### src/hdl/wppl_pkg.sv
// ----------------------------------------------------------------------------
// wppl_pkg
// Shared widths, constants and types for the windowed peak-to-peak meter.
// ----------------------------------------------------------------------------
`default_nettype none

package wppl_pkg;

  // Default ADC code width
  localparam int SAMPLE_BITS_DEF = 12;

  // Fixed field widths
  localparam int LEVEL_BITS = 12;   // quiet/loud levels, peak_to_peak field
  localparam int COUNT_BITS = 8;    // window length and sample counter
  localparam int PCT_BITS   = 7;    // loudness percent, divider quotient
  // 200*excess + denom with excess < denom <= 4095 stays below 2^20
  localparam int NUM_BITS   = 20;

  localparam logic [PCT_BITS-1:0] PCT_ZERO = 7'd0;
  localparam logic [PCT_BITS-1:0] PCT_FULL = 7'd100;

  // Configuration register indexes
  localparam logic [1:0] REG_QUIET  = 2'd0;
  localparam logic [1:0] REG_LOUD   = 2'd1;
  localparam logic [1:0] REG_WINDOW = 2'd2;

  // Register reset values
  localparam logic [LEVEL_BITS-1:0] QUIET_RST  = 12'd0;
  localparam logic [LEVEL_BITS-1:0] LOUD_RST   = 12'd248;
  localparam logic [COUNT_BITS-1:0] WINDOW_RST = 8'd40;

  // Divider status back to the sequencer
  typedef struct packed {
    logic busy;
    logic done;
  } div_status_t;

endpackage

`default_nettype wire

### src/hdl/wppl_divider.sv
// ----------------------------------------------------------------------------
// wppl_divider
// Restoring divider, one quotient bit per cycle through a single
// compare-and-subtract unit. Quotient is known to fit Q_W bits.
// ----------------------------------------------------------------------------
`default_nettype none

module wppl_divider
  import wppl_pkg::*;
#(
  parameter int NUM_W = NUM_BITS,
  parameter int DEN_W = LEVEL_BITS,
  parameter int Q_W   = PCT_BITS
) (
  input  wire logic             clk,
  input  wire logic             rst,
  input  wire logic             start,
  input  wire logic [NUM_W-1:0] numer,
  input  wire logic [DEN_W-1:0] denom,   // divides by 2*denom
  output div_status_t           status,
  output logic      [Q_W-1:0]   quotient
);

  localparam int STEP_W = (Q_W > 1) ? $clog2(Q_W) : 1;

  logic [NUM_W-1:0]  rem;
  logic [NUM_W-1:0]  divisor;
  logic [STEP_W-1:0] step;
  logic              busy;
  logic              done;
  logic              fits;

  // Shared compare unit
  assign fits = (rem >= divisor);

  // Control
  always_ff @(posedge clk) begin
    if (rst) begin
      busy <= 1'b0;
      done <= 1'b0;
      step <= '0;
    end else begin
      done <= 1'b0;
      if (start) begin
        busy <= 1'b1;
        step <= STEP_W'(Q_W - 1);
      end else if (busy) begin
        if (step == '0) begin
          busy <= 1'b0;
          done <= 1'b1;
        end else begin
          step <= step - 1'b1;
        end
      end
    end
  end

  // Datapath: start with 2*denom aligned to the top quotient bit
  always_ff @(posedge clk) begin
    if (start) begin
      rem      <= numer;
      divisor  <= NUM_W'({denom, 1'b0}) << (Q_W - 1);
      quotient <= '0;
    end else if (busy) begin
      if (fits) begin
        rem <= rem - divisor;
      end
      divisor  <= divisor >> 1;
      quotient <= {quotient[Q_W-2:0], fits};
    end
  end

  assign status.busy = busy;
  assign status.done = done;

endmodule

`default_nettype wire

### src/hdl/windowed_peak_to_peak_level.sv
// ----------------------------------------------------------------------------
// windowed_peak_to_peak_level
// Tracks window min/max over window_length samples, then reports the
// peak-to-peak value and a rounded, clamped loudness percent.
// ----------------------------------------------------------------------------
//  Channel | Signals                                   | Dir
//  --------+-------------------------------------------+-----
//  in      | in_valid, in_ready, sample                | in
//  out     | out_valid, out_ready, peak_to_peak,       | out
//          | loudness_percent                          |
//  cfg     | cfg_write, cfg_index, cfg_data            | in
//
//  A sample that does not close a window leaves the block ready. A closing
//  sample passes scale step and result load when the percent clamps, and
//  when it is divided: scale step, 7 divider steps (one quotient bit each
//  through the shared compare-subtract unit), divider done, result load.
//  The output register holds a result while out_ready is low; a following
//  closing sample waits in the load state until that slot frees.
//  rst is synchronous: window cleared, registers to their defaults.
// ----------------------------------------------------------------------------
`default_nettype none

module windowed_peak_to_peak_level
  import wppl_pkg::*;
#(
  parameter int SAMPLE_BITS = SAMPLE_BITS_DEF
) (
  input  wire logic                   clk,
  input  wire logic                   rst,
  input  wire logic                   cfg_write,
  input  wire logic [1:0]             cfg_index,
  input  wire logic [LEVEL_BITS-1:0]  cfg_data,
  input  wire logic                   in_valid,
  output logic                        in_ready,
  input  wire logic [SAMPLE_BITS-1:0] sample,
  output logic                        out_valid,
  input  wire logic                   out_ready,
  output logic [LEVEL_BITS-1:0]       peak_to_peak,
  output logic [PCT_BITS-1:0]         loudness_percent
);

  localparam int CMP_W = (SAMPLE_BITS > LEVEL_BITS) ? SAMPLE_BITS : LEVEL_BITS;

  localparam logic [1:0] ST_IDLE  = 2'd0;
  localparam logic [1:0] ST_SCALE = 2'd1;
  localparam logic [1:0] ST_DIV   = 2'd2;
  localparam logic [1:0] ST_DONE  = 2'd3;

  logic [1:0]             state;
  logic [1:0]             state_next;

  logic [LEVEL_BITS-1:0]  quiet_level;
  logic [LEVEL_BITS-1:0]  loud_level;
  logic [COUNT_BITS-1:0]  window_length;

  logic [SAMPLE_BITS-1:0] window_low;
  logic [SAMPLE_BITS-1:0] window_high;
  logic [COUNT_BITS-1:0]  window_count;
  logic [SAMPLE_BITS-1:0] low_next;
  logic [SAMPLE_BITS-1:0] high_next;
  logic [COUNT_BITS-1:0]  count_next;
  logic                   closes;

  logic [SAMPLE_BITS-1:0] p2p;
  logic [PCT_BITS-1:0]    pct;
  logic                   accept;
  logic                   out_load;

  logic [CMP_W-1:0]       p2p_ext;
  logic [CMP_W-1:0]       quiet_ext;
  logic [CMP_W-1:0]       excess;
  logic [LEVEL_BITS-1:0]  denom;
  logic [LEVEL_BITS-1:0]  excess_lo;
  logic                   at_floor;
  logic                   at_full;
  logic [NUM_BITS-1:0]    numer;
  logic                   div_start;
  div_status_t            div_status;
  logic [PCT_BITS-1:0]    div_quot;

  // Configuration registers
  always_ff @(posedge clk) begin
    if (rst) begin
      quiet_level   <= QUIET_RST;
      loud_level    <= LOUD_RST;
      window_length <= WINDOW_RST;
    end else if (cfg_write) begin
      unique case (cfg_index)
        REG_QUIET:  quiet_level   <= cfg_data;
        REG_LOUD:   loud_level    <= cfg_data;
        REG_WINDOW: window_length <= cfg_data[COUNT_BITS-1:0];
        default:    ;
      endcase
    end
  end

  // Window tracking
  assign in_ready   = (state == ST_IDLE);
  assign accept     = in_valid && in_ready;
  assign low_next   = (sample < window_low)  ? sample : window_low;
  assign high_next  = (sample > window_high) ? sample : window_high;
  assign count_next = window_count + 1'b1;
  assign closes     = (count_next >= window_length);

  always_ff @(posedge clk) begin
    if (rst) begin
      window_low   <= '1;
      window_high  <= '0;
      window_count <= '0;
    end else if (accept) begin
      if (closes) begin
        window_low   <= '1;
        window_high  <= '0;
        window_count <= '0;
      end else begin
        window_low   <= low_next;
        window_high  <= high_next;
        window_count <= count_next;
      end
    end
  end

  // Latched span of the closed window (high >= low once a sample is in)
  always_ff @(posedge clk) begin
    if (accept && closes) begin
      p2p <= high_next - low_next;
    end
  end

  // Scaling: clamp cases and divider numerator 200*excess + denom
  assign denom     = (loud_level > quiet_level) ? (loud_level - quiet_level)
                                                : LEVEL_BITS'(1);
  assign p2p_ext   = CMP_W'(p2p);
  assign quiet_ext = CMP_W'(quiet_level);
  assign excess    = p2p_ext - quiet_ext;
  assign excess_lo = excess[LEVEL_BITS-1:0];
  assign at_floor  = (p2p_ext <= quiet_ext);
  assign at_full   = (excess >= CMP_W'(denom));
  // 200 = 128 + 64 + 8
  assign numer     = NUM_BITS'({excess_lo, 7'b0}) + NUM_BITS'({excess_lo, 6'b0})
                   + NUM_BITS'({excess_lo, 3'b0}) + NUM_BITS'(denom);
  assign div_start = (state == ST_SCALE) && !at_floor && !at_full;

  wppl_divider #(
    .NUM_W (NUM_BITS),
    .DEN_W (LEVEL_BITS),
    .Q_W   (PCT_BITS)
  ) u_divider (
    .clk      (clk),
    .rst      (rst),
    .start    (div_start),
    .numer    (numer),
    .denom    (denom),
    .status   (div_status),
    .quotient (div_quot)
  );

  // Sequencer
  assign out_load = (state == ST_DONE) && (!out_valid || out_ready);

  always_comb begin
    state_next = state;
    unique case (state)
      ST_IDLE:  if (accept && closes) state_next = ST_SCALE;
      ST_SCALE: state_next = div_start ? ST_DIV : ST_DONE;
      ST_DIV:   if (div_status.done) state_next = ST_DONE;
      ST_DONE:  if (out_load) state_next = ST_IDLE;
      default:  state_next = ST_IDLE;
    endcase
  end

  always_ff @(posedge clk) begin
    if (rst) begin
      state <= ST_IDLE;
    end else begin
      state <= state_next;
    end
  end

  // Percent holding register
  always_ff @(posedge clk) begin
    if (state == ST_SCALE) begin
      pct <= at_floor ? PCT_ZERO : PCT_FULL;
    end else if (state == ST_DIV && div_status.done) begin
      pct <= div_quot;
    end
  end

  // Output register
  always_ff @(posedge clk) begin
    if (rst) begin
      out_valid <= 1'b0;
    end else if (out_load) begin
      out_valid <= 1'b1;
    end else if (out_ready) begin
      out_valid <= 1'b0;
    end
  end

  always_ff @(posedge clk) begin
    if (out_load) begin
      peak_to_peak     <= p2p_ext[LEVEL_BITS-1:0];
      loudness_percent <= pct;
    end
  end

  // Checks
  a_pct_range: assert property (@(posedge clk) disable iff (rst)
    out_valid |-> (loudness_percent <= PCT_FULL))
    else $error("loudness percent above full scale");

  a_idle_div: assert property (@(posedge clk) disable iff (rst)
    (state == ST_IDLE) |-> !div_status.busy)
    else $error("divider busy while taking samples");

  a_load: assert property (@(posedge clk) disable iff (rst)
    out_load |=> out_valid && (state == ST_IDLE))
    else $error("result load did not present a transfer");

  a_div_state: assert property (@(posedge clk) disable iff (rst)
    (state == ST_DIV) |-> (div_status.busy || div_status.done))
    else $error("divider idle while sequencer waits on it");

endmodule

`default_nettype wire

### config.mk
export PLATFORM = sky130hd
export DESIGN_NAME = windowed_peak_to_peak_level
export DESIGN_NICKNAME = d
export VERILOG_FILES = /design/src/hdl/wppl_pkg.sv /design/src/hdl/wppl_divider.sv /design/src/hdl/windowed_peak_to_peak_level.sv
export SDC_FILE = /design/constraint.sdc
export NUM_CORES = 1
export LEC_CHECK = 0
export ABC_AREA = 1
export BUFFER_PORTS_ARGS = -buffer_cell sky130_fd_sc_hd__buf_2
export CORE_ASPECT_RATIO = 0.9
export CORE_UTILIZATION = 24
export CTS_CLUSTER_DIAMETER = 60
export DETAILED_ROUTE_END_ITERATION = 10
export PLACE_DENSITY_LB_ADDON = 0.15
export SLEW_MARGIN = 20
export SYNTH_ARGS = -nofsm -noshare
export SYNTH_HDL_FRONTEND = slang
export SYNTH_SLANG_ARGS = --single-unit
### constraint.sdc
create_clock -name clk -period 4.25 [get_ports clk]
set_input_delay 0.2125 -clock clk [delete_from_list [all_inputs] [get_ports clk]]
set_output_delay 0.2125 -clock clk [all_outputs]
set_load 0.02 [all_outputs]
==> flow_summary.ini <==
[floorplan]
start_util_pct = 24.57
die_w_um = 233.2
io_pins = 52
chipHeight_um = 210.1
row_count = 75
dieArea_um2 = 49010
floorplan.core_area_um2 = 47010

[setup_path]
path_class = reg -> reg
cp.required_ns = 4.44
worstReg2RegStart = p2p[0]
end_kind = flop
cp-start-kind = flop
worstPathMaxFanout = 4
crit_start = p2p[0]
worstPathArrival_ns = 4.27

[synthesis]
syn_avg_cell_area_um2 = 7.609
ys_ff_latch = 156
synth_nets = 1702
seq_area_frac_synth_pct = 33.11
synth_cells = 1518
synth.distinct_cells = 43
yosysTopAreaCell = edfxtp_1
synth_area_leaders = edfxtp_1 18%, dfxtp_1 15%, ha_1 15%
yosys_warnings = 0
yosys.area.top_type_share_pct = 18.20
synth_area_um2 = 11550

[grt]
grt-ovfl-total = 0
grt_use_total_pct = 13.61
grt_pass1_wl_mm = 51.58
grt_pass1_vias = 9566
antenna_found_initial = 0
grt_max_degree = 40

[min_path]
hp-start = cfg_data[5]
hp-class = in -> reg

[power_and_ir_drop]
cellLeakagePower_nw = 6.548
ir_drop_uv = 280.2
p_switching_mw = 3.014
switching_share_pct = 41.11
p_comb_share_pct = 51.5
clockPowerShare_pct = 21.3
p_int_mw = 4.318
p_per_area_nw_per_um2 = 524.3
seqPwrFrac_pct = 27.2

[detailed_routing]
drc = 0
drt_iter0_markers = 536
wire_per_inst_um = 14.28
ant_nets = 0
vias = 9818
drtPass1Iterations = 5
drt-total-wl_mm = 32.27
vias_per_cell = 4.346

[sta]
final.period_utilization_pct = 95.97
max_freq_ghz = 0.2452
finalCriticalPeriod_ns = 4.079
worst_pin_slew_ns = 1.014
tns_ns = 0
drv_slew = 0
rsz0062_at_grt = yes
relSlewSlack_pct = 32.35
fin_skew_ns = 0.02161
finalSetupViolCount = 0
hold_viol = 0

[placement]
dp_hpwl_mm = 25.92
place.port_buffers = 51
finalWeightedCongestion = 0.8127
place_inst = 2207

[clock_tree]
cts_sinks = 156
cts_buffers = 17
clk_path_buf_depth = 2
htreeDepth = 4
clk_pin_slew_ns = 0.07
cts_root_buf = clkbuf_16
clock_latency_ns = 0.45
tritoncts = yes

[finish]
area_growth_pct = 21.08
drive_gt1_share_pct = 14.49
fin_cells = 2259
final_nets = 1814
diodes = 0

[job]
cap_violations = 0

[status]
status = completed
==> path summary, 6_finish.rpt <==
| path | end | slack (ns) | depth (start not counted) |
|---|---|---|---|
| worst max-delay path | u_divider.rem[12] | 0.17 | 21 |
| worst min-delay path | loud_level[5] | 0.03 | 3 |
| worst max register to register | u_divider.rem[12] | 0.17 | 21 |
| worst min register to register | loudness_percent[1] | 0.42 | 0 |
==> power groups by stage <==
stage | clock network (mW) | logic (mW) | registers (mW)
floorplan | 0 | 2.41 | 1.99
global placement | 0 | 3.41 | 2.02
detailed placement | 0 | 3.41 | 2.02
CTS | 1.62 | 3.45 | 1.99
global route | 1.68 | 4.31 | 2.02
finish | 1.56 | 3.78 | 1.99
==> area by class of cell <==
cell class	count	area, µm²
fill	5167	33030
multi-input combinational	1095	7052
clock buffer	20	457.9
inverter	234	878.3
sequential	156	3825
clock inverter	12	133.9
tap	616	770.7
timing repair buffer	126	867.1
==> logic make-up after synthesis <==
family,count (synthesis),synth area share [%]
simple gates,649,24.32
flops,156,33.11
xor+xnor,53,4.019
buf+inv,268,9.284
compound gates,239,11.46
fa+ha+maj,153,17.81
==> what timing repair did <==
action | 4_1_cts | 5_1_grt
hold buffers | 8 | 0
cloned | 0 | 1
hold endpoints to repair | 8 | 0
pin swaps | 0 | 36
gates resized for setup | 7 | 84
endpoints found under the setup margin | 9 | 12
setup buffers | 0 | 11
==> metrics by stage <==
step | instance area (µm²) | hold WS (ns) | util (%) | worst slack [ns] | power (mW)
5_1_grt | 13980 | 0.03515 | 29.75 | -0.01564 | 8.007
2_1_floorplan | 11550 | 0.3388 | - | 0.07625 | 4.405
4_1_cts | 13520 | 0.0003776 | 28.76 | 0.02021 | 7.064
3_3_place_gp | 12830 | 0.4038 | 27.29 | -0.06740 | 5.433
3_5_place_dp | 12830 | 0.4066 | 27.29 | -0.08538 | 5.431
6_report | 13980 | 0.02719 | 29.75 | 0.1714 | 7.332
==> cell usage after synthesis, drive strengths merged <==
| cell type | instances |
|---|---|
| nor3 | 16 |
| a32oi | 1 |
| a211oi | 13 |
| ha | 134 |
| nand2 | 371 |
| or2 | 15 |
| xor2 | 32 |
| xnor2 | 21 |
| o21bai | 8 |
| inv | 234 |
| and2 | 10 |
| clkbuf | 17 |
| o22ai | 1 |
| o21a | 3 |
| edfxtp | 70 |
| a31oi | 8 |
| a21oi | 109 |
| nand3 | 98 |
| nand4 | 18 |
| o31ai | 1 |
| nand3b | 15 |
| nor2 | 105 |
| a21o | 9 |
| dfxtp | 86 |
| fa | 19 |
| buf | 17 |
| o21ai | 77 |
| a22oi | 2 |
| and3 | 1 |
| o211ai | 7 |
==> flip-flops by register name, indices dropped and copies added (netlist names), 2 cells and up <==
name and cells:
quiet_ext 12, loudness_percent 7, u_divider.divisor 19, loud_level 12, u_divider.step 3, pct 7
window_count 8, window_length 8, u_divider.quotient 7, peak_to_peak 12, window_low 12, u_divider.rem 20
state 2, p2p 12, window_high 12
==> critical path, stage by stage (launching register included) <==
cell      delay, ns
edfxtp_1       0.38
inv_1          0.07
ha_2           0.18
inv_2          0.04
fa_2           0.38
nand3_2        0.07
nand2_2        0.07
a21oi_4        0.19
o21ai_4        0.11
xor2_2         0.21
fa_1           0.51
inv_1          0.05
fa_1           0.49
inv_2          0.05
ha_4           0.31
nand2_4        0.06
buf_4          0.14
inv_2          0.05
a31oi_2        0.07
or2_2          0.28
nand3_2        0.06
o21ai_1        0.05
==> per-layer routing <==
layer  global-route usage (%)  part of all wire (%)  vias to the layer above
met1                    20.32                    55                     4495
met2                    20.02                    42                      102
met3                    2.002                   2.3                       22
met5                        0                     0                        -
met4                    3.899                   1.4                        0
li1                         -                     -                     5199
==> layout by cell type (no fill, tap or decap), types with 10 or more instances in the layout <==
cell	instances
o21ai_0	57
a211oi_1	13
edfxtp_1	70
buf_4	64
xor2_1	28
nor2_1	94
dfxtp_1	85
nand3b_1	15
a21oi_1	96
nand3_1	90
fa_1	16
and2_1	10
inv_1	224
nand2_1	359
xnor2_1	20
inv_2	10
clkbuf_16	18
o21ai_1	15
ha_1	121
nand4_1	18
buf_2	51
nor3_1	15
Note: power is estimated with default switching activity, not from simulation.
